## config.mk

```make
export PLATFORM = sky130hd
export DESIGN_NAME = unicycle_pose_integrator_core
export DESIGN_NICKNAME = d
export VERILOG_FILES = /design/src/hdl/upi_pkg.sv /design/src/hdl/upi_serial_mul.sv /design/src/hdl/upi_cordic.sv /design/src/hdl/unicycle_pose_integrator_core.sv
export SDC_FILE = /design/constraint.sdc
export NUM_CORES = 2
export LEC_CHECK = 0
export ABC_AREA = 0
export BUFFER_PORTS_ARGS = -buffer_cell sky130_fd_sc_hd__buf_2
export CORE_MARGIN = 1
export CORE_UTILIZATION = 28
export DETAILED_ROUTE_END_ITERATION = 10
export GPL_ROUTABILITY_DRIVEN = 0
export MAX_ROUTING_LAYER = met4
export SLEW_MARGIN = 20
export SYNTH_ARGS = -nofsm -noshare
export SYNTH_HDL_FRONTEND = slang
export SYNTH_SLANG_ARGS = --single-unit
export TNS_END_PERCENT = 30
```

## constraint.sdc

```tcl
create_clock -name aclk -period 10.7 [get_ports aclk]
set_input_delay 1.605 -clock aclk [delete_from_list [all_inputs] [get_ports aclk]]
set_output_delay 1.605 -clock aclk [all_outputs]
set_load 0.05 [all_outputs]
```

## src/hdl/upi_pkg.sv

```systemverilog
// Package for the unicycle pose integrator: word types, register indexes,
// fixed-point constants and the CORDIC arctangent table. No dependencies.
`default_nettype none

package upi_pkg;

    typedef struct packed {
        logic signed [15:0] linear_velocity;
        logic signed [15:0] angular_velocity;
    } in_word_t;

    typedef struct packed {
        logic signed [31:0] pos_x;
        logic signed [31:0] pos_y;
        logic signed [15:0] heading;
    } out_word_t;

    localparam int CFG_ADDR_W = 2;
    localparam int CFG_DATA_W = 32;

    localparam logic [CFG_ADDR_W-1:0] REG_STEP_TIME = 2'd0;
    localparam logic [CFG_ADDR_W-1:0] REG_START_X   = 2'd1;
    localparam logic [CFG_ADDR_W-1:0] REG_START_Y   = 2'd2;

    localparam logic [15:0]        STEP_TIME_RST = 16'd1966;
    localparam logic signed [31:0] START_X_RST   = -32'sd65536;
    localparam logic signed [31:0] START_Y_RST   = -32'sd131072;

    // Operand width of the serial multipliers and of the CORDIC x/y datapath.
    localparam int MUL_W  = 34;
    localparam int ROT_W  = 34;
    localparam int ANG_W  = 33;

    // 2^31/pi, rounded: radians in Q4.12 times seconds to binary angle.
    localparam logic signed [MUL_W-1:0] RAD_TO_BAM = 34'sd683565276;
    // CORDIC start vector, the inverse gain in Q2.30.
    localparam logic signed [ROT_W-1:0] CORDIC_X0  = 34'sd652032874;

    localparam int TABLE_LEN = 24;
    localparam int ITER_W    = $clog2(TABLE_LEN);

    // atan(2^-i) in units where 2^31 equals pi.
    function automatic logic [29:0] atan_entry(input logic [ITER_W-1:0] idx);
        logic [29:0] val;
        unique case (idx)
            5'd0:    val = 30'h20000000;
            5'd1:    val = 30'h12E4051E;
            5'd2:    val = 30'h09FB385B;
            5'd3:    val = 30'h051111D4;
            5'd4:    val = 30'h028B0D43;
            5'd5:    val = 30'h0145D7E1;
            5'd6:    val = 30'h00A2F61E;
            5'd7:    val = 30'h00517C55;
            5'd8:    val = 30'h0028BE53;
            5'd9:    val = 30'h00145F2F;
            5'd10:   val = 30'h000A2F98;
            5'd11:   val = 30'h000517CC;
            5'd12:   val = 30'h00028BE6;
            5'd13:   val = 30'h000145F3;
            5'd14:   val = 30'h0000A2FA;
            5'd15:   val = 30'h0000517D;
            5'd16:   val = 30'h000028BE;
            5'd17:   val = 30'h0000145F;
            5'd18:   val = 30'h00000A30;
            5'd19:   val = 30'h00000518;
            5'd20:   val = 30'h0000028C;
            5'd21:   val = 30'h00000146;
            5'd22:   val = 30'h000000A3;
            5'd23:   val = 30'h00000051;
            default: val = 30'h0;
        endcase
        return val;
    endfunction

endpackage

`default_nettype wire

```

## src/hdl/upi_serial_mul.sv

```systemverilog
// Bit-serial signed multiplier: the multiplier operand shifts out one bit per
// cycle, LSB first, into a narrow accumulator. Uses no package.
`default_nettype none

module upi_serial_mul #(
    parameter int AW = 34,
    parameter int BW = 34
) (
    input  logic                 aclk,
    input  logic                 aresetn,
    input  logic                 start,
    input  logic signed [AW-1:0] a_in,
    input  logic signed [BW-1:0] b_in,
    output logic                 busy,
    output logic [AW+BW-1:0]     product
);

    localparam int CNT_W = $clog2(BW);

    logic signed [AW-1:0] a_reg;
    logic [AW:0]          acc_reg;
    logic [BW-1:0]        lo_reg;
    logic [CNT_W-1:0]     cnt_reg;
    logic                 busy_reg;

    logic                 last_bit;
    logic [AW+1:0]        a_ext;
    logic [AW+1:0]        addend;
    logic [AW+1:0]        sum;

    assign last_bit = (cnt_reg == CNT_W'(BW - 1));
    assign a_ext    = {{2{a_reg[AW-1]}}, a_reg};

    // The sign bit of the multiplier carries negative weight, so it subtracts.
    always_comb begin
        if (lo_reg[0]) begin
            addend = last_bit ? (~a_ext + 1'b1) : a_ext;
        end else begin
            addend = '0;
        end
        sum = {acc_reg[AW], acc_reg} + addend;
    end

    always_ff @(posedge aclk) begin
        if (!aresetn) begin
            busy_reg <= 1'b0;
            cnt_reg  <= '0;
        end else if (start) begin
            busy_reg <= 1'b1;
            cnt_reg  <= '0;
        end else if (busy_reg) begin
            cnt_reg <= cnt_reg + 1'b1;
            if (last_bit) begin
                busy_reg <= 1'b0;
            end
        end
    end

    always_ff @(posedge aclk) begin
        if (start) begin
            a_reg   <= a_in;
            acc_reg <= '0;
            lo_reg  <= b_in;
        end else if (busy_reg) begin
            acc_reg <= sum[AW+1:1];
            lo_reg  <= {sum[0], lo_reg[BW-1:1]};
        end
    end

    assign busy    = busy_reg;
    assign product = {acc_reg[AW-1:0], lo_reg};

endmodule

`default_nettype wire

```

## src/hdl/upi_cordic.sv

```systemverilog
// Iterative rotation-mode CORDIC giving cosine and sine of a binary angle,
// one micro-rotation per cycle. Depends on upi_pkg.
`default_nettype none

module upi_cordic #(
    parameter int STEPS = 16
) (
    input  logic                          aclk,
    input  logic                          aresetn,
    input  logic                          start,
    input  logic signed [15:0]            angle,
    output logic                          busy,
    output logic signed [upi_pkg::ROT_W-1:0] cos_out,
    output logic signed [upi_pkg::ROT_W-1:0] sin_out
);

    import upi_pkg::*;

    localparam int N_ITER = (STEPS > TABLE_LEN) ? TABLE_LEN : STEPS;

    logic signed [ROT_W-1:0] x_reg;
    logic signed [ROT_W-1:0] y_reg;
    logic signed [ANG_W-1:0] z_reg;
    logic [ITER_W-1:0]       iter_reg;
    logic                    flip_reg;
    logic                    busy_reg;

    logic signed [16:0]      a_ext;
    logic signed [16:0]      a_fold;
    logic                    fold;
    logic signed [ROT_W-1:0] x_sh;
    logic signed [ROT_W-1:0] y_sh;
    logic signed [ANG_W-1:0] atan_val;

    // Angles beyond a quarter turn are rotated by half a turn first and the
    // results negated at the end.
    always_comb begin
        a_ext = {angle[15], angle};
        fold  = 1'b0;
        if (a_ext > 17'sd16384) begin
            a_fold = a_ext - 17'sd32768;
            fold   = 1'b1;
        end else if (a_ext < -17'sd16384) begin
            a_fold = a_ext + 17'sd32768;
            fold   = 1'b1;
        end else begin
            a_fold = a_ext;
        end
    end

    assign x_sh     = x_reg >>> iter_reg;
    assign y_sh     = y_reg >>> iter_reg;
    assign atan_val = $signed({3'b000, atan_entry(iter_reg)});

    always_ff @(posedge aclk) begin
        if (!aresetn) begin
            busy_reg <= 1'b0;
            iter_reg <= '0;
        end else if (start) begin
            busy_reg <= 1'b1;
            iter_reg <= '0;
        end else if (busy_reg) begin
            iter_reg <= iter_reg + 1'b1;
            if (iter_reg == ITER_W'(N_ITER - 1)) begin
                busy_reg <= 1'b0;
            end
        end
    end

    always_ff @(posedge aclk) begin
        if (start) begin
            x_reg    <= CORDIC_X0;
            y_reg    <= '0;
            z_reg    <= {a_fold[15], a_fold[15:0], 16'h0000};
            flip_reg <= fold;
        end else if (busy_reg) begin
            if (!z_reg[ANG_W-1]) begin
                x_reg <= x_reg - y_sh;
                y_reg <= y_reg + x_sh;
                z_reg <= z_reg - atan_val;
            end else begin
                x_reg <= x_reg + y_sh;
                y_reg <= y_reg - x_sh;
                z_reg <= z_reg + atan_val;
            end
        end
    end

    assign busy    = busy_reg;
    assign cos_out = flip_reg ? -x_reg : x_reg;
    assign sin_out = flip_reg ? -y_reg : y_reg;

endmodule

`default_nettype wire

```

## src/hdl/unicycle_pose_integrator_core.sv

```systemverilog
// Dead-reckoning pose integrator for a unicycle robot. Each velocity word turns
// the heading by step_time * angular_velocity (16-bit binary angle, wrapping),
// then moves x and y by linear_velocity * cos/sin(heading) * step_time with
// saturation, and returns one word with the new pose. The two products that
// dominate go through bit-serial multipliers that retire one multiplier bit per
// cycle, and the CORDIC does one micro-rotation per cycle. One word is in work
// at a time; the result register frees the input side as soon as the result is
// loaded, so the next word can be taken in the same cycle as the result appears.
// Writing start_x or start_y also moves the pose to that coordinate, unless a
// result is committed in that cycle, when the write is lost.
// Depends on upi_pkg, upi_serial_mul and upi_cordic.
`default_nettype none

module unicycle_pose_integrator_core #(
    parameter int CORDIC_STEPS = 16
) (
    input  logic                            aclk,
    input  logic                            aresetn,
    input  logic                            s_valid,
    output logic                            s_ready,
    input  upi_pkg::in_word_t               s_data,
    output logic                            m_valid,
    input  logic                            m_ready,
    output upi_pkg::out_word_t              m_data,
    input  logic                            cfg_wr_en,
    input  logic [upi_pkg::CFG_ADDR_W-1:0]  cfg_addr,
    input  logic [upi_pkg::CFG_DATA_W-1:0]  cfg_wdata
);

    import upi_pkg::*;

    localparam logic [2:0] ST_BOOT     = 3'd0;
    localparam logic [2:0] ST_IDLE     = 3'd1;
    localparam logic [2:0] ST_HEAD     = 3'd2;
    localparam logic [2:0] ST_ROT_LOAD = 3'd3;
    localparam logic [2:0] ST_ROT      = 3'd4;
    localparam logic [2:0] ST_MOVE     = 3'd5;

    logic [2:0]         state_reg;
    logic [2:0]         state_next;
    logic [15:0]        step_time_reg;
    logic [31:0]        x_pos_reg;
    logic [31:0]        y_pos_reg;
    logic [15:0]        heading_reg;
    logic signed [32:0] vdt_reg;
    out_word_t          out_reg;
    logic               m_valid_reg;

    logic               accept;
    logic               out_free;
    logic               commit;
    logic signed [32:0] turn_prod;
    logic signed [32:0] move_prod;

    logic                          mul_x_start;
    logic                          mul_y_start;
    logic signed [MUL_W-1:0]       mul_x_a;
    logic signed [MUL_W-1:0]       mul_x_b;
    logic                          mul_x_busy;
    logic                          mul_y_busy;
    logic [2*MUL_W-1:0]            prod_x;
    logic [2*MUL_W-1:0]            prod_y;

    logic                          rot_start;
    logic                          rot_busy;
    logic signed [ROT_W-1:0]       cos_val;
    logic signed [ROT_W-1:0]       sin_val;

    logic [33:0]        sum_x;
    logic [33:0]        sum_y;
    logic [31:0]        new_x;
    logic [31:0]        new_y;

    function automatic logic [31:0] sat32(input logic [33:0] v);
        logic [31:0] r;
        if (v[33:31] == 3'b000 || v[33:31] == 3'b111) begin
            r = v[31:0];
        end else if (!v[33]) begin
            r = 32'h7FFF_FFFF;
        end else begin
            r = 32'h8000_0000;
        end
        return r;
    endfunction

    assign s_ready  = (state_reg == ST_IDLE);
    assign accept   = s_valid && s_ready;
    assign out_free = !m_valid_reg || m_ready;
    assign commit   = (state_reg == ST_MOVE) && !mul_x_busy && !mul_y_busy && out_free;

    assign turn_prod = $signed({1'b0, step_time_reg}) * s_data.angular_velocity;
    assign move_prod = $signed({1'b0, step_time_reg}) * s_data.linear_velocity;

    // The x multiplier first forms the heading increment, then the x step.
    assign mul_x_start = accept || ((state_reg == ST_ROT) && !rot_busy);
    assign mul_y_start = (state_reg == ST_ROT) && !rot_busy;
    assign mul_x_a     = (state_reg == ST_IDLE) ? {turn_prod[32], turn_prod}
                                                : {vdt_reg[32], vdt_reg};
    assign mul_x_b     = (state_reg == ST_IDLE) ? RAD_TO_BAM : cos_val;
    assign rot_start   = (state_reg == ST_ROT_LOAD);

    upi_serial_mul #(
        .AW (MUL_W),
        .BW (MUL_W)
    ) u_mul_x (
        .aclk    (aclk),
        .aresetn (aresetn),
        .start   (mul_x_start),
        .a_in    (mul_x_a),
        .b_in    (mul_x_b),
        .busy    (mul_x_busy),
        .product (prod_x)
    );

    upi_serial_mul #(
        .AW (MUL_W),
        .BW (MUL_W)
    ) u_mul_y (
        .aclk    (aclk),
        .aresetn (aresetn),
        .start   (mul_y_start),
        .a_in    ({vdt_reg[32], vdt_reg}),
        .b_in    (sin_val),
        .busy    (mul_y_busy),
        .product (prod_y)
    );

    upi_cordic #(
        .STEPS (CORDIC_STEPS)
    ) u_cordic (
        .aclk    (aclk),
        .aresetn (aresetn),
        .start   (rot_start),
        .angle   (heading_reg),
        .busy    (rot_busy),
        .cos_out (cos_val),
        .sin_out (sin_val)
    );

    // Rounding half up before dropping 42 fraction bits is the same as adding
    // the highest dropped bit to the kept part.
    assign sum_x = {{2{x_pos_reg[31]}}, x_pos_reg} + {{8{prod_x[67]}}, prod_x[67:42]}
                   + {33'b0, prod_x[41]};
    assign sum_y = {{2{y_pos_reg[31]}}, y_pos_reg} + {{8{prod_y[67]}}, prod_y[67:42]}
                   + {33'b0, prod_y[41]};
    assign new_x = sat32(sum_x);
    assign new_y = sat32(sum_y);

    always_comb begin
        state_next = state_reg;
        unique case (state_reg)
            ST_BOOT:     state_next = ST_IDLE;
            ST_IDLE:     if (accept) state_next = ST_HEAD;
            ST_HEAD:     if (!mul_x_busy) state_next = ST_ROT_LOAD;
            ST_ROT_LOAD: state_next = ST_ROT;
            ST_ROT:      if (!rot_busy) state_next = ST_MOVE;
            ST_MOVE:     if (commit) state_next = ST_IDLE;
            default:     state_next = ST_BOOT;
        endcase
    end

    always_ff @(posedge aclk) begin
        if (!aresetn) begin
            state_reg     <= ST_BOOT;
            m_valid_reg   <= 1'b0;
            step_time_reg <= STEP_TIME_RST;
            x_pos_reg     <= START_X_RST;
            y_pos_reg     <= START_Y_RST;
            heading_reg   <= '0;
        end else begin
            state_reg <= state_next;
            if (commit) begin
                m_valid_reg <= 1'b1;
            end else if (m_ready) begin
                m_valid_reg <= 1'b0;
            end
            if ((state_reg == ST_HEAD) && !mul_x_busy) begin
                heading_reg <= heading_reg + prod_x[59:44] + {15'b0, prod_x[43]};
            end
            if (commit) begin
                x_pos_reg <= new_x;
                y_pos_reg <= new_y;
            end else if (cfg_wr_en) begin
                unique case (cfg_addr)
                    REG_STEP_TIME: step_time_reg <= cfg_wdata[15:0];
                    REG_START_X:   x_pos_reg     <= cfg_wdata;
                    REG_START_Y:   y_pos_reg     <= cfg_wdata;
                    default: ;
                endcase
            end
        end
    end

    always_ff @(posedge aclk) begin
        if (accept) begin
            vdt_reg <= move_prod;
        end
        if (commit) begin
            out_reg.pos_x   <= new_x;
            out_reg.pos_y   <= new_y;
            out_reg.heading <= heading_reg;
        end
    end

    assign m_valid = m_valid_reg;
    assign m_data  = out_reg;

endmodule

`default_nettype wire

```

==> insert_results.sql <==
INSERT INTO impl_metrics (metric_group, metric, value, unit) VALUES
('detailed_routing', 'wl_per_cell', '18.5', 'um'),
('cts', 'cts.repair.resized', '0', ''),
('global_route', 'grt.overflow.total', '0', ''),
('detailed_routing', 'route.detailed.vias_per_inst', '5.13', ''),
('floorplanning', 'num_io_pins', '153', ''),
('setup_path', 'worst_ep_arrival_time', '8.11', 'ns'),
('run_status', 'result_of_the_run', 'finished clean', ''),
('cts', 'cts_root_buf', 'sky130_fd_sc_hd__clkbuf_16', ''),
('pwr', 'post_route_total_power', '19.0', 'mW'),
('synthesis', 'synth_area_leader_cell', 'sky130_fd_sc_hd__fa_1', ''),
('synthesis', 'postSynthRegisterBits', '569', ''),
('global_route', 'globalRouteTotalUtil', '17.0', '%'),
('cells_and_area', 'largest_reg_flops', '80', ''),
('floorplanning', 'die-area', '0.218', 'sq mm'),
('timing', 'post-route-period-util', '72.1', '%'),
('cells_and_area', 'nets', '7916', ''),
('synthesis', 'yosys.area.top_type_share', '13.2', '%'),
('run', 'cap_violations', '0', ''),
('floorplanning', 'start_util', '28.2', '%'),
('timing', 'setup_total_negative_slack', '0', 'ns'),
('pwr', 'power_density', '287', 'mW/mm^2'),
('detailed_routing', 'route.final.wire_length', '182000', 'um'),
('setup_path', 'critPathCaptureType', 'register', ''),
('timing', 'setup_viol', '0', ''),
('placement', 'place_hpwl', '140000', 'um'),
('setup_path', 'worstSetupPathType', 'in -> reg', ''),
('synthesis', 'synth.top_cells.by_area', 'sky130_fd_sc_hd__fa_1 13%, sky130_fd_sc_hd__edfxtp_1 13%, sky130_fd_sc_hd__ha_1 11%', ''),
('hold_path', 'holdCritPathClass', 'reg -> reg', ''),
('cts', 'post_cts_setup_buffer_count', '0', ''),
('synthesis', 'yosysSeqAreaShare', '23.2', '%'),
('global_route', 'largest_net_degree_at_the_start_of_global_routing', '105', ''),
('cts', 'worst_skew_pair.late_latency', '0.70', 'ns'),
('detailed_routing', 'num_vias', '50500', ''),
('placement', 'io_buffer_count', '152', ''),
('cells_and_area', 'fin_area', '0.0663', 'sq mm'),
('global_route', 'grt_pass1_wl', '287000', 'um'),
('pwr', 'cellLeakagePower', '29.3', 'nW'),
('synthesis', 'yosysWarningCount', '0', ''),
('cts', 'clock_path_buffers', '3', ''),
('detailed_routing', 'detail_route.iter0.violations', '3897', ''),
('timing', 'slew_hr', '22.5', '%'),
('setup_path', 'critPathMaxFanout', '16', ''),
('timing', 'achievable-frequency', '130', 'MHz'),
('synthesis', 'synth_area', '0.0605', 'sq mm'),
('timing', 'transition_at_the_pin_with_the_smallest_max_transition_slack', '1.16', 'ns'),
('cts', 'postCtsHoldBufs', '0', ''),
('floorplanning', 'placement_rows', '170', ''),
('global_route', 'grt_pass1_vias', '50300', ''),
('cells_and_area', 'layout_cell_share_with_drive_strength_beyond_1', '7.15', '%'),
('cells_and_area', 'layout.core_utilization', '30.9', '%'),
('synthesis', 'synth_fp_nets', '7984', ''),
('synthesis', 'synth_edf_count', '265', ''),
('timing', 'rsz0062_at_grt', 'no', ''),
('floorplanning', 'floorplan.die.width', '467', 'um'),
('timing', 'hold_viol_final', '0', ''),
('setup_path', 'cp-start-kind', 'primary input', ''),
('timing', 'finalCriticalPeriod', '7.72', 'ns'),
('placement', 'postPlaceCellArea', '0.0639', 'sq mm'),
('global_route', 'grt_antenna_before_repair', '6', ''),
('timing', 'slew_violations', '0', ''),
('detailed_routing', 'drt_drc_violations_left', '0', ''),
('detailed_routing', 'drtAntennaViolNets', '0', ''),
('synthesis', 'netlist-cell-type-count', '99', ''),
('synthesis', 'syn_area_per_cell', '8.64', 'sq um'),
('cts', 'h_tree_level_count', '3', ''),
('cells_and_area', 'areaGrowthSynthToFinish', '9.63', '%'),
('setup_path', 'worst-endpoint-required', '11.09', 'ns'),
('cts', 'cts_num_sinks', '569', ''),
('synthesis', 'post_synth_inst_count', '7006', ''),
('cts', 'cts_tree', 'yes', ''),
('detailed_routing', 'first_pass_iters', '6', ''),
('cts', 'cts_made_buffers', '72', ''),
('timing', 'fin_worst_skew', '0.0290', 'ns'),
('cts', 'clkSlewWorstSetupHoldPaths', '0.06', 'ns'),
('pwr', 'vdd.ir_drop.worst', '235', 'uV'),
('floorplanning', 'die-height', '467', 'um'),
('synthesis', 'synthFlopType', 'sky130_fd_sc_hd__dfxtp_1', ''),
('synthesis', 'synth_async_sr_flop_share', '0', '%'),
('floorplanning', 'fp.coreArea', '0.215', 'sq mm');
==> final cells by class <==
| cell class | count | area [sq um] |
|---|---|---|
| Clock inverter | 33 | 354 |
| Sequential cell | 569 | 14100 |
| Tap cell | 2838 | 3550 |
| Fill cell | 22300 | 148000 |
| Clock buffer | 100 | 2040 |
| Multi-Input combinational cell | 5472 | 42800 |
| Inverter | 606 | 2280 |
| Antenna cell | 6 | 15.0 |
| Timing Repair Buffer | 217 | 1250 |
==> worst max-delay path, stage by stage <==
cell,delay (ns)
sky130_fd_sc_hd__buf_2,0.30
sky130_fd_sc_hd__nand2_1,0.15
sky130_fd_sc_hd__fa_1,0.59
sky130_fd_sc_hd__fa_1,0.44
sky130_fd_sc_hd__fa_1,0.53
sky130_fd_sc_hd__inv_1,0.05
sky130_fd_sc_hd__ha_1,0.31
sky130_fd_sc_hd__fa_1,0.53
sky130_fd_sc_hd__inv_1,0.05
sky130_fd_sc_hd__fa_1,0.52
sky130_fd_sc_hd__inv_1,0.04
sky130_fd_sc_hd__ha_1,0.22
sky130_fd_sc_hd__a2111oi_0,0.61
sky130_fd_sc_hd__o31ai_1,0.26
sky130_fd_sc_hd__a311oi_1,0.70
sky130_fd_sc_hd__o221ai_1,0.30
sky130_fd_sc_hd__or4_1,0.45
sky130_fd_sc_hd__a31oi_1,0.20
sky130_fd_sc_hd__xor2_1,0.15
sky130_fd_sc_hd__o21ai_0,0.08
==> per-stage QoR <==
stage	cells	hold slack, ns	setup WS, ns
CTS	9835	0.483	3.01
floorplan	7006	0.426	2.92
global route	9838	0.492	2.51
finish	9841	0.482	2.98
global placement	9702	0.454	2.32
detailed placement	9702	0.460	2.25
==> synthesized netlist by cell type (all sizes together) (138+ instances only) <==
| master | instances |
|---|---|
| and2 | 327 |
| mux2i | 146 |
| xor2 | 224 |
| clkbuf | 297 |
| nor2 | 427 |
| nand3 | 138 |
| nand2 | 964 |
| a21oi | 396 |
| a21o | 165 |
| fa | 399 |
| dfxtp | 304 |
| xnor2 | 252 |
| edfxtp | 265 |
| ha | 508 |
| inv | 600 |
| o21ai | 380 |
==> metal layers <==
metal | track usage, % | part of all wire, %
met5 | - | 0
met2 | 27.4 | 46
met3 | 2.23 | 5.7
met4 | 6.10 | 3.7
met1 | 21.6 | 44
==> cell families (layout without fill, tap and decap cells) <==
kind of cell             Yosys count  in the layout  synth area share [%]
multiplexers                     253            253                  6.01
other                              0              6                     0
AND/OR/NAND/NOR                 2313           2313                  18.0
adder cells (fa/ha/maj)          907            907                  23.7
flip-flops                       569            569                  23.2
AO/OA/AOI/OAI                   1523           1523                  16.0
buffers and inverters            965            956                  6.14
XOR/XNOR                         476            476                  6.89
==> report_power, final <==
group / internal (mW) / total (mW) / switching [mW]
Combinational: 5.24 / 12.6 / 7.40
Sequential: 3.09 / 3.90 / 0.818
Clock: 1.45 / 2.49 / 1.05
Total: 9.78 / 19.0 / 9.26
==> layout by cell type (no fill, tap or decap), types with 138 or more instances in the layout <==
cell type                  count
sky130_fd_sc_hd__fa_1        399
sky130_fd_sc_hd__edfxtp_1    265
sky130_fd_sc_hd__xor2_1      223
sky130_fd_sc_hd__xnor2_1     252
sky130_fd_sc_hd__inv_1       594
sky130_fd_sc_hd__dfxtp_1     297
sky130_fd_sc_hd__nand3_1     138
sky130_fd_sc_hd__a21oi_1     395
sky130_fd_sc_hd__and2_1      325
sky130_fd_sc_hd__a21o_1      165
sky130_fd_sc_hd__nor2_1      422
sky130_fd_sc_hd__buf_2       151
sky130_fd_sc_hd__ha_1        508
sky130_fd_sc_hd__nand2_1     962
sky130_fd_sc_hd__o21ai_0     376
sky130_fd_sc_hd__mux2i_1     146
==> worst paths after layout <==
path / slack [ns] / start / to / depth (start not counted)
worst min register to register: 0.48 / vdt_reg[2] / u_mul_y.a_reg[2] / 0
worst max register to register: 2.98 / step_time_reg[5] / u_mul_x.a_reg[31] / 24
worst max-delay path: 2.98 / s_data[3] / u_mul_x.a_reg[31] / 20
worst min-delay path: 0.48 / vdt_reg[2] / u_mul_y.a_reg[2] / 0
(Power assumes the default switching activity.)
